<file path="config.mk">
export PLATFORM = sky130hd
export DESIGN_NAME = multi_channel_timer_bank
export DESIGN_NICKNAME = d
export VERILOG_FILES = /design/src/rtl/mct_pkg.sv /design/src/rtl/mct_cell.sv /design/src/rtl/multi_channel_timer_bank.sv
export SDC_FILE = /design/constraint.sdc
export NUM_CORES = 2
export LEC_CHECK = 0
export BUFFER_PORTS_ARGS = -buffer_cell sky130_fd_sc_hd__clkbuf_2
export CORE_AREA = 2 2 464 466
export CTS_CLUSTER_DIAMETER = 60
export DETAILED_ROUTE_END_ITERATION = 10
export DIE_AREA = 0 0 466 468
export SYNTH_ARGS = -nofsm -noshare
export SYNTH_HDL_FRONTEND = slang
export SYNTH_HIERARCHICAL = 1
export SYNTH_SLANG_ARGS = --single-unit
</file>
<file path="constraint.sdc">
create_clock -name clk -period 27.6 [get_ports clk]
set_input_delay 2.76 -clock clk [delete_from_list [all_inputs] [get_ports clk]]
set_output_delay 2.76 -clock clk [all_outputs]
set_load 0.01 [all_outputs]
</file>
<file path="src/rtl/mct_pkg.sv">
`timescale 1ns / 1ps

package mct_pkg;

  // Request opcodes.
  localparam logic [2:0] OP_CREATE  = 3'd0;
  localparam logic [2:0] OP_START   = 3'd1;
  localparam logic [2:0] OP_STOP    = 3'd2;
  localparam logic [2:0] OP_SETDUR  = 3'd3;
  localparam logic [2:0] OP_SETMODE = 3'd4;
  localparam logic [2:0] OP_DESTROY = 3'd5;
  localparam logic [2:0] OP_TICK    = 3'd6;

  // Result kinds.
  localparam logic [1:0] KIND_ACK      = 2'd0;
  localparam logic [1:0] KIND_EXPIRED  = 2'd1;
  localparam logic [1:0] KIND_ERROR    = 2'd2;
  localparam logic [1:0] KIND_TICKDONE = 2'd3;

  // Timer modes.
  localparam logic [1:0] MODE_ONESHOT = 2'd0;
  localparam logic [1:0] MODE_LOOP    = 2'd1;
  localparam logic [1:0] MODE_DESTROY = 2'd2;

  // Width of the slot and index fields.
  localparam int SLOT_BITS = 4;

  // Token that walks down the row of timer cells, one cell per cycle while the row is not stalled.
  typedef struct packed {
    logic                 valid;
    logic [2:0]           op;
    logic [SLOT_BITS-1:0] idx;
    logic [1:0]           mode;
    logic                 bad;   // zero duration or unused mode for this opcode
    logic                 done;  // some cell has carried out the request
    logic [SLOT_BITS-1:0] slot;  // slot that carried it out
  } mct_tok_t;

endpackage

</file>
<file path="src/rtl/mct_cell.sv">
`timescale 1ns / 1ps

module mct_cell
  import mct_pkg::*;
#(
  parameter int INDEX     = 0,
  parameter int TIME_BITS = 32
) (
  input  logic                 clk,
  input  logic                 rst,
  input  logic                 adv,
  input  logic [TIME_BITS-1:0] amt,
  input  mct_tok_t             tok_in,
  output mct_tok_t             tok_out,
  output logic                 expired
);

  localparam bit                   ADDRESSABLE = INDEX < (1 << SLOT_BITS);
  localparam logic [SLOT_BITS-1:0] MY_SLOT     = SLOT_BITS'(INDEX);

  logic                 alive;
  logic                 running;
  logic [1:0]           mode;
  logic [TIME_BITS-1:0] duration;
  logic [TIME_BITS-1:0] elapsed;

  logic                 alive_next;
  logic                 running_next;
  logic [1:0]           mode_next;
  logic [TIME_BITS-1:0] duration_next;
  logic [TIME_BITS-1:0] elapsed_next;
  mct_tok_t             tok_next;

  logic [TIME_BITS:0]   sum;
  logic [TIME_BITS-1:0] elapsed_sat;
  logic                 mine;

  // Saturating advance of the elapsed time and the slot match.
  always_comb begin
    sum         = {1'b0, elapsed} + {1'b0, amt};
    elapsed_sat = sum[TIME_BITS] ? '1 : sum[TIME_BITS-1:0];
    mine        = ADDRESSABLE && (tok_in.idx == MY_SLOT);
  end

  // Apply the request held by the token when it passes this cell.
  always_comb begin
    alive_next    = alive;
    running_next  = running;
    mode_next     = mode;
    duration_next = duration;
    elapsed_next  = elapsed;
    tok_next      = tok_in;
    expired       = 1'b0;
    if (tok_in.valid) begin
      case (tok_in.op)
        OP_CREATE: begin
          if (!tok_in.bad && !tok_in.done && !alive) begin
            alive_next    = 1'b1;
            running_next  = 1'b0;
            mode_next     = tok_in.mode;
            duration_next = amt;
            elapsed_next  = '0;
            tok_next.done = 1'b1;
            tok_next.slot = MY_SLOT;
          end
        end
        OP_START: begin
          if (mine && alive) begin
            elapsed_next  = '0;
            running_next  = 1'b1;
            tok_next.done = 1'b1;
            tok_next.slot = MY_SLOT;
          end
        end
        OP_STOP: begin
          if (mine && alive) begin
            running_next  = 1'b0;
            tok_next.done = 1'b1;
            tok_next.slot = MY_SLOT;
          end
        end
        OP_SETDUR: begin
          if (mine && alive && !tok_in.bad) begin
            duration_next = amt;
            tok_next.done = 1'b1;
            tok_next.slot = MY_SLOT;
          end
        end
        OP_SETMODE: begin
          if (mine && alive && !tok_in.bad) begin
            mode_next     = tok_in.mode;
            tok_next.done = 1'b1;
            tok_next.slot = MY_SLOT;
          end
        end
        OP_DESTROY: begin
          if (mine && alive) begin
            alive_next    = 1'b0;
            running_next  = 1'b0;
            tok_next.done = 1'b1;
            tok_next.slot = MY_SLOT;
          end
        end
        OP_TICK: begin
          if (alive && running) begin
            elapsed_next = elapsed_sat;
            if (elapsed_sat >= duration) begin
              expired = 1'b1;
              if (mode == MODE_LOOP) begin
                elapsed_next = '0;
              end else begin
                running_next = 1'b0;
                if (mode == MODE_DESTROY) begin
                  alive_next = 1'b0;
                end
              end
            end
          end
        end
        default: begin
        end
      endcase
    end
  end

  // Control state and the token register toward the next cell.
  always_ff @(posedge clk) begin
    if (rst) begin
      alive   <= 1'b0;
      running <= 1'b0;
      tok_out <= '0;
    end else if (adv) begin
      alive   <= alive_next;
      running <= running_next;
      tok_out <= tok_next;
    end
  end

  // Timer payload.
  always_ff @(posedge clk) begin
    if (adv) begin
      mode     <= mode_next;
      duration <= duration_next;
      elapsed  <= elapsed_next;
    end
  end

endmodule

</file>
<file path="src/rtl/multi_channel_timer_bank.sv">
`timescale 1ns / 1ps
// Each request walks a row of NUM_TIMERS timer cells, one cell per cycle while the row is not
// stalled, and a new request is accepted only once the last one has left the row (busy clears).
// Its final result comes from the last cell's token through the output register; a tick
// sends each expiry as its token passes that cell, and a held output stalls the whole row.
// Reset (rst, synchronous) frees every slot, stops every timer and empties the row.

module multi_channel_timer_bank
  import mct_pkg::*;
#(
  parameter int NUM_TIMERS = 16,
  parameter int TIME_BITS  = 32
) (
  input  logic        clk,
  input  logic        rst,
  input  logic        s_tvalid,
  output logic        s_tready,
  input  logic [39:0] s_tdata,   // timer_index[3:0], amount[35:4], loop_mode[37:36], zero
  input  logic [2:0]  s_tuser,   // opcode[2:0]
  output logic        m_tvalid,
  input  logic        m_tready,
  output logic [7:0]  m_tdata,   // slot[3:0], zero
  output logic [1:0]  m_tuser,   // kind[1:0]
  output logic        m_tlast    // last
);

  mct_tok_t             tok_chain [NUM_TIMERS+1];
  mct_tok_t             head;
  logic [NUM_TIMERS-1:0] evt_vec;
  logic [TIME_BITS-1:0] item_amt;
  logic                 busy;
  logic                 accept;
  logic                 adv;
  logic                 evt_any;
  logic                 tail_req;
  logic [SLOT_BITS-1:0] evt_slot;
  logic [1:0]           res_kind;
  logic [SLOT_BITS-1:0] res_slot;
  logic [TIME_BITS-1:0] in_amt;
  logic [2:0]           in_op;
  logic [1:0]           in_mode;
  logic                 in_bad;
  mct_tok_t             tail;

  assign s_tready = !busy;
  assign accept   = s_tvalid && s_tready;

  // Unpack the request and flag zero durations and unused modes up front.
  always_comb begin
    in_op   = s_tuser;
    in_mode = s_tdata[37:36];
    in_amt  = TIME_BITS'(s_tdata[35:4]);
    case (in_op)
      OP_CREATE:  in_bad = (in_amt == '0) || (in_mode > MODE_DESTROY);
      OP_SETDUR:  in_bad = (in_amt == '0);
      OP_SETMODE: in_bad = (in_mode > MODE_DESTROY);
      default:    in_bad = 1'b0;
    endcase
  end

  // The entry register feeds the first cell.
  assign tok_chain[0] = head;

  // Row of timer cells.
  for (genvar i = 0; i < NUM_TIMERS; i++) begin : g_cell
    mct_cell #(
      .INDEX     (i),
      .TIME_BITS (TIME_BITS)
    ) u_cell (
      .clk     (clk),
      .rst     (rst),
      .adv     (adv),
      .amt     (item_amt),
      .tok_in  (tok_chain[i]),
      .tok_out (tok_chain[i+1]),
      .expired (evt_vec[i])
    );
  end

  assign tail = tok_chain[NUM_TIMERS];

  // Locate the expiring cell; at most one cell holds the token.
  always_comb begin
    evt_slot = '0;
    for (int i = 0; i < NUM_TIMERS; i++) begin
      if (evt_vec[i]) begin
        evt_slot = SLOT_BITS'(i);
      end
    end
  end

  assign evt_any  = |evt_vec;
  assign tail_req = tail.valid;
  assign adv      = !(evt_any || tail_req) || !m_tvalid || m_tready;

  // Final result of a request once its token leaves the last cell.
  always_comb begin
    if (tail.op == OP_TICK) begin
      res_kind = KIND_TICKDONE;
      res_slot = '0;
    end else if (tail.done) begin
      res_kind = KIND_ACK;
      res_slot = tail.slot;
    end else if (tail.op == OP_CREATE) begin
      res_kind = KIND_ERROR;
      res_slot = '0;
    end else begin
      res_kind = KIND_ERROR;
      res_slot = tail.idx;
    end
  end

  // Entry of the row, busy flag and output register.
  always_ff @(posedge clk) begin
    if (rst) begin
      head     <= '0;
      busy     <= 1'b0;
      m_tvalid <= 1'b0;
    end else begin
      if (accept) begin
        head.valid <= 1'b1;
        head.op    <= in_op;
        head.idx   <= s_tdata[3:0];
        head.mode  <= in_mode;
        head.bad   <= in_bad;
        head.done  <= 1'b0;
        head.slot  <= '0;
        busy       <= 1'b1;
      end else if (adv) begin
        head.valid <= 1'b0;
        if (tail_req) begin
          busy <= 1'b0;
        end
      end
      if (adv && (evt_any || tail_req)) begin
        m_tvalid <= 1'b1;
      end else if (m_tready) begin
        m_tvalid <= 1'b0;
      end
    end
  end

  // Request payload and result payload.
  always_ff @(posedge clk) begin
    if (accept) begin
      item_amt <= in_amt;
    end
    if (adv && evt_any) begin
      m_tuser <= KIND_EXPIRED;
      m_tdata <= {4'b0, evt_slot};
      m_tlast <= 1'b0;
    end else if (adv && tail_req) begin
      m_tuser <= res_kind;
      m_tdata <= {4'b0, res_slot};
      m_tlast <= 1'b1;
    end
  end

  // Only one token is ever in flight, so no two cells expire at once.
  assert property (@(posedge clk) disable iff (rst) $onehot0(evt_vec))
    else $error("more than one timer cell reports an expiry");

  // An idle bank holds no token at either end of the row.
  assert property (@(posedge clk) disable iff (rst)
    !busy |-> (!head.valid && !tail.valid && !evt_any))
    else $error("token present while the bank is idle");

  // An accepted request leaves the bank busy in the next cycle.
  assert property (@(posedge clk) disable iff (rst)
    accept |=> (busy && head.valid))
    else $error("accepted request did not enter the row");

  // The final result of a request is always marked last.
  assert property (@(posedge clk) disable iff (rst)
    (adv && tail_req && !evt_any) |=> (m_tvalid && m_tlast))
    else $error("final result not flagged as last");

endmodule

</file>
Word-level counts from Yosys, hierarchy flattened
Index checks and enable logic that the tools add are counted.
Word-level totals
  bits in registers: 1393
  output and inout bits: 13
Cells by class
  add/subtract/negate cells: 16
  $lt $le $gt $ge: 17
  eq/ne operators: 306
  multiplexer cells: 590
  reduce and logical (&&, ||, !) cells: 371
Operator list (count)
  32-bit two-way mux: 128
  32-bit one-hot mux with 3 select lines: 16
  32-bit one-hot mux with 2 select lines: 16
  32-bit by 32-bit adder with 33-bit output: 16
  32-bit greater-or-equal comparator: 16
  5-bit two-way mux: 64
  2-bit by 1-bit inequality test with 1-bit output, second input constant: 144
  9-bit AND reduction: 32
  1-bit two-way mux: 248
  5-bit one-hot mux with 3 select lines: 16
  5-bit AND reduction: 32
  3-bit equality test, second input constant: 50
  3-bit by 2-bit equality test with 1-bit output, second input constant: 33
  6-bit AND reduction: 16
  3-bit nonzero test: 32
  1-bit logical AND: 83
  4-bit two-way mux: 19
  2-bit nonzero test: 36
  2-bit two-way mux: 34
  1-bit one-hot mux with 4 select lines: 16
  2-bit one-hot mux with 2 select lines: 16
  4-bit nonzero test: 16
  2-bit OR reduction: 32
  3-bit zero test: 18
  17 further kinds: 171

Logic depth before layout (Yosys ltp)
  depth after elaboration: 23
  depth in mapped cells: 31
  gate-level depth less buffers: 29

Modules after synthesis
The synthesis kept the hierarchy.
By module, submodules not included
  mct_cell (g_cell[1].u_cell ...): times used 2, cells each 637, area each 5935.7 um^2
  mct_cell (g_cell[8].u_cell): times used 1, cells each 639, area each 6103.4 um^2
  mct_cell (g_cell[3].u_cell): times used 1, cells each 618, area each 5977.0 um^2
  mct_cell (g_cell[0].u_cell): times used 1, cells each 617, area each 5936.9 um^2
  mct_cell (g_cell[12].u_cell): times used 1, cells each 619, area each 5901.9 um^2
  mct_cell (g_cell[4].u_cell): times used 1, cells each 619, area each 5880.6 um^2
  mct_cell (g_cell[11].u_cell): times used 1, cells each 608, area each 5834.3 um^2
  mct_cell (g_cell[6].u_cell): times used 1, cells each 607, area each 5824.3 um^2
  mct_cell (g_cell[7].u_cell): times used 1, cells each 587, area each 5805.6 um^2
  mct_cell (g_cell[9].u_cell): times used 1, cells each 610, area each 5791.8 um^2
  mct_cell (g_cell[5].u_cell): times used 1, cells each 588, area each 5759.3 um^2
  mct_cell (g_cell[13].u_cell): times used 1, cells each 599, area each 5730.5 um^2
  mct_cell (g_cell[10].u_cell): times used 1, cells each 591, area each 5644.2 um^2
  mct_cell (g_cell[14].u_cell): times used 1, cells each 590, area each 5640.4 um^2
  2 more rows

Worst setup path after synthesis
Ideal clock, no wire load.
  kind: reg2reg
  from: register item_amt[1]
  to: register g_cell[13].u_cell.elapsed[0], enable pin
  setup time: 0.470 ns
  arrival: 9.302 ns
  path slack: 17.828 ns
  stages on the path, launching flop included: 22
  period minus slack after synthesis: 9.772 ns
  cell sequence: edfxtp_1 -> ha_1 -> a211o_1 -> a2111o_1 -> a2111oi_4 -> nor2_1 -> a31oi_1 -> xor2_1 -> nand2_1 -> ha_1 -> and4_1 -> a221oi_1 -> nor3_1 -> a2111oi_2 -> nor2_1 -> or4_4 -> nor4_2 -> nor2b_1 -> or2_2 -> clkbuf_1 -> nand3_1 -> a211oi_1
On the way
  longest elaborated chain between the ends: 13
RTL lines
  from (decl): RTL line multi_channel_timer_bank.sv:30  | logic [TIME_BITS-1:0] item_amt;
  from (signal assigned): RTL line multi_channel_timer_bank.sv:146  | item_amt <= in_amt;
  32-bit by 32-bit adder with 33-bit output: RTL line mct_cell.sv:40  | sum = {1'b0, elapsed} + {1'b0, amt};
  32-bit two-way mux: RTL line mct_cell.sv:41  | elapsed_sat = sum[TIME_BITS] ? '1 : sum[TIME_BITS-1:0];
  32-bit greater-or-equal comparator: RTL line mct_cell.sv:107  | if (elapsed_sat >= duration) begin
  1-bit two-way mux: RTL line mct_cell.sv:107
  1-bit two-way mux: RTL line mct_cell.sv:105  | if (alive && running) begin
  1-bit two-way mux: RTL line mct_cell.sv:55  | case (tok_in.op)
  1-bit two-way mux: RTL line mct_cell.sv:54  | if (tok_in.valid) begin
  via evt_vec[12]: RTL line multi_channel_timer_bank.sv:29  | logic [NUM_TIMERS-1:0] evt_vec;
  16-bit OR reduction: RTL line multi_channel_timer_bank.sv:92  | assign evt_any = |evt_vec;
  1-bit logical OR: RTL line multi_channel_timer_bank.sv:94  | assign adv = !(evt_any || tail_req) || !m_tvalid || m_tready;
  1-bit zero test: RTL line multi_channel_timer_bank.sv:94
  1-bit logical OR (2 in a row): RTL line multi_channel_timer_bank.sv:94
  via adv: RTL line multi_channel_timer_bank.sv:33  | logic adv;
  6-bit AND reduction (no line)
  to (signal assigned): RTL line mct_cell.sv:144  | elapsed <= elapsed_next;
  to (decl): RTL line mct_cell.sv:25  | logic [TIME_BITS-1:0] elapsed;
The timed path passes the listed nets, and every way through them passes these cells.
A chain may end at the register's enable or synchronous reset.

Worst setup path in the final report
  from: register item_amt[0]
  to: register g_cell[5].u_cell.elapsed[8], enable pin
On the way
  longest elaborated chain between the ends: 13
RTL lines (RTL line)
  32-bit by 32-bit adder with 33-bit output: mct_cell.sv:40
  32-bit two-way mux: mct_cell.sv:41
  32-bit greater-or-equal comparator: mct_cell.sv:107
  1-bit two-way mux: mct_cell.sv:107
  1-bit two-way mux: mct_cell.sv:105
  1-bit two-way mux: mct_cell.sv:55
  1-bit two-way mux: mct_cell.sv:54
  via evt_vec[12]: multi_channel_timer_bank.sv:29
  16-bit OR reduction: multi_channel_timer_bank.sv:92
  1-bit logical OR: multi_channel_timer_bank.sv:94
  1-bit zero test: multi_channel_timer_bank.sv:94
  1-bit logical OR (2 in a row): multi_channel_timer_bank.sv:94
  via adv: multi_channel_timer_bank.sv:33
  6-bit AND reduction (no line)
  to (signal assigned): mct_cell.sv:144
  to (decl): mct_cell.sv:25
The timed path passes the listed nets, and every way through them passes these cells.

==> impl_metrics.yaml <==
power_and_ir_drop:
  peakVddDrop_mv: 0.0606
  netSwitchingFraction_pct: 26.6
  pwr-share-seq_pct: 41.5
  p_int_mw: 4.04
  p_leak_nw: 43.6
  power_switching_mw: 1.46
  combPwrFrac_pct: 14.2
  power_density_nw_per_um2: 52.4
  clkPwrFrac_pct: 44.4
grt:
  grt_use_total_pct: 23.5
  grt_pass1_wl_um: 407000
  grt_max_degree: 137
  antenna_found_initial: 16
  gr-total-overflow: 0
  grt_pass1_vias: 72200
floorplan:
  core-area_um2: 213000
  num_io_pins: 60
  dieArea_um2: 218000
  initial_utilization_pct: 44.7
  rows: 170
  fp.dieH_um: 468
  fp.dieW_um: 466
clock_tree:
  cts_tree: "yes"
  cts-hold-fix-buffers: 0
  clk_latency_ns: 0.84
  h-tree-depth: 4
  cts_setup_buffers: 0
  numCtsBuffers: 173
  clock-sinks: 1393
  clk_pin_slew_worst_paths_ns: 0.06
  cts.repair.resized: 0
  clk_path_buf_depth: 3
  cts_root_buf: "clkbuf_16"
routing:
  first_iter_violations: 6161
  dr.pass1.iters: 6
  ant_nets: 0
  drc_errors: 0
  routedWlPerCell_um: 20.3
  wl_um: 262000
  vias: 74900
  vias_per_cell: 5.80
critical_path:
  crit_arrival_ns: 12.00
  worstSetupEndpoint: "g_cell[5].u_cell/elapsed[8]$_SDFFCE_PN0P_"
  end_kind: "register"
  required_ns: 28.04
  rrSetupSlack_ns: 16.04
  crit_type: "register to register"
  r2r_start: "item_amt[0]$_DFFE_PP_"
  rr_worst_depth: 26
  crit_fanout: 136
  critPathLaunchType: "register"
  crit_start: "item_amt[0]$_DFFE_PP_"
  r2r_end: "g_cell[5].u_cell/elapsed[8]$_SDFFCE_PN0P_"
cells_and_area:
  nets: 11000
  design_area_um2: 105000
  syn2layout_area_growth_pct: 10.0
  drive_above_1_share_pct: 7.98
  fin_cells: 12900
  final_cell_mix: "edfxtp_1 (1092), ha_1 (1024), a21oi_1 (966)"
  fill_cells: 19600
  final_common_cell: "edfxtp_1"
timing:
  tns_ns: 0
  max_slew_margin_pct: 9.07
  fmax_ghz: 0.0865
  report.final.slew_viol_count: 0
  finalHoldViolCount: 0
  fin_worst_skew_ns: 0.0331
  setup_viol: 0
  period_share_pct: 41.9
  worstMarginPinSlew_ns: 1.35
  period_minus_slack_ns: 11.56
  grt_setup_unrepaired: "no"
placement:
  dp.cells: 12600
  place_area_um2: 98700
  port_buffers: 53
  gp_congestion: 0.886
  hpwl_um: 179000
run:
  cap_violations: 0
outcome:
  status: "finished, final reports clean"
synthesis:
  netlist_area_um2: 95300
  synth.avg_cell_area_um2: 9.61
  yosysWarnings: 6
  synth_cells: 9918
worst_hold_path:
  hold_path_class: "register to register"
-- sequential cells by signal (all words and copies together) (netlist names) --
name	count
head	11
m_tdata	4
m_tlast	1
g_cell.u_cell/running	16
g_cell.u_cell/alive	16
g_cell.u_cell/elapsed	512
m_tuser	2
g_cell.u_cell/duration	512
m_tvalid	1
g_cell.u_cell/mode	32
busy	1
g_cell.u_cell/tok_out	253
item_amt	32
-- power by group through the flow --
| stage | registers, mW | logic [mW] | clock network [mW] |
|---|---|---|---|
| after floorplan | 2.33 | 0.537 | 0 |
| after global placement | 2.32 | 0.754 | 0 |
| after detailed placement | 2.32 | 0.768 | 0 |
| after CTS | 2.28 | 0.774 | 2.49 |
| after global routing | 2.28 | 0.865 | 2.57 |
| final | 2.28 | 0.779 | 2.44 |
-- how the worst min path moves through the flow --
stage | from | depth (start not counted) | to | slack (ns)
2_1_floorplan | g_cell[14].u_cell/tok_out[6]$_SDFFE_PP0P_ | 0 | g_cell[15].u_cell/mode[0]$_DFFE_PP_ | 0.41
3_3_place_gp | g_cell[14].u_cell/tok_out[7]$_SDFFE_PP0P_ | 0 | g_cell[15].u_cell/mode[1]$_DFFE_PP_ | 0.43
3_5_place_dp | g_cell[14].u_cell/tok_out[7]$_SDFFE_PP0P_ | 0 | g_cell[15].u_cell/mode[1]$_DFFE_PP_ | 0.42
4_1_cts | g_cell[14].u_cell/tok_out[7]$_SDFFE_PP0P_ | 0 | g_cell[15].u_cell/mode[1]$_DFFE_PP_ | 0.44
5_1_grt | g_cell[14].u_cell/tok_out[7]$_SDFFE_PP0P_ | 0 | g_cell[15].u_cell/mode[1]$_DFFE_PP_ | 0.46
6_report | g_cell[14].u_cell/tok_out[0]$_SDFFE_PP0P_ | 2 | g_cell[15].u_cell/tok_out[0]$_SDFFE_PP0P_ | 0.43
-- routing by layer --
metal / track usage [%] / part of all wire [%] / vias to the layer above
li1: - / - / 36400
met3: 3.00 / 6.2 / 367
met5: 0 / 0 / -
met4: 7.45 / 2.9 / 0
met2: 36.5 / 43 / 2054
met1: 34.0 / 47 / 36100
-- worst max-delay path, cell delays in order, from the launching register on --
cell       delay, ns
edfxtp_1        0.36
buf_4           0.21
buf_4           0.33
ha_1            0.38
fa_1            0.43
a21o_1          0.21
a221oi_4        0.39
nor3b_1         0.15
a2111oi_4       0.43
o31a_1          0.89
buf_4           0.41
nand2_1         0.11
ha_1            0.33
a21oi_1         0.15
nand2_1         0.07
a221oi_1        0.38
o21ai_1         0.25
a2111oi_2       0.63
nor2_1          0.29
or4_4           0.60
nor4_2          0.34
nor2b_1         0.36
or2_4           0.42
buf_4           0.73
buf_12          0.68
nand3_1         0.46
nor2_4          0.91
-- final cells by class --
type | instances | area, um^2 | share of cell area, %
timing repair buffer | 183 | 1350 | 1.29
clock buffer | 215 | 4770 | 4.55
multi-input combinational | 7506 | 52400 | 50.0
clock inverter | 102 | 1380 | 1.32
antenna | 2 | 5.00 | 0.00477
inverter | 679 | 2550 | 2.43
sequential | 1393 | 38800 | 37.0
tap | 2838 | 3550 | 3.39
-- metrics by stage --
stage	total power, mW	hold WS [ns]	worst slack [ns]	utilization [%]
global placement	3.08	0.432	16.27	46.3
CTS	5.54	0.444	16.18	49.2
floorplan	2.87	0.408	17.83	-
global route	5.71	0.455	15.37	49.2
finish	5.50	0.431	16.04	49.2
detailed placement	3.09	0.424	16.20	46.3
(Power assumes the default switching activity.)
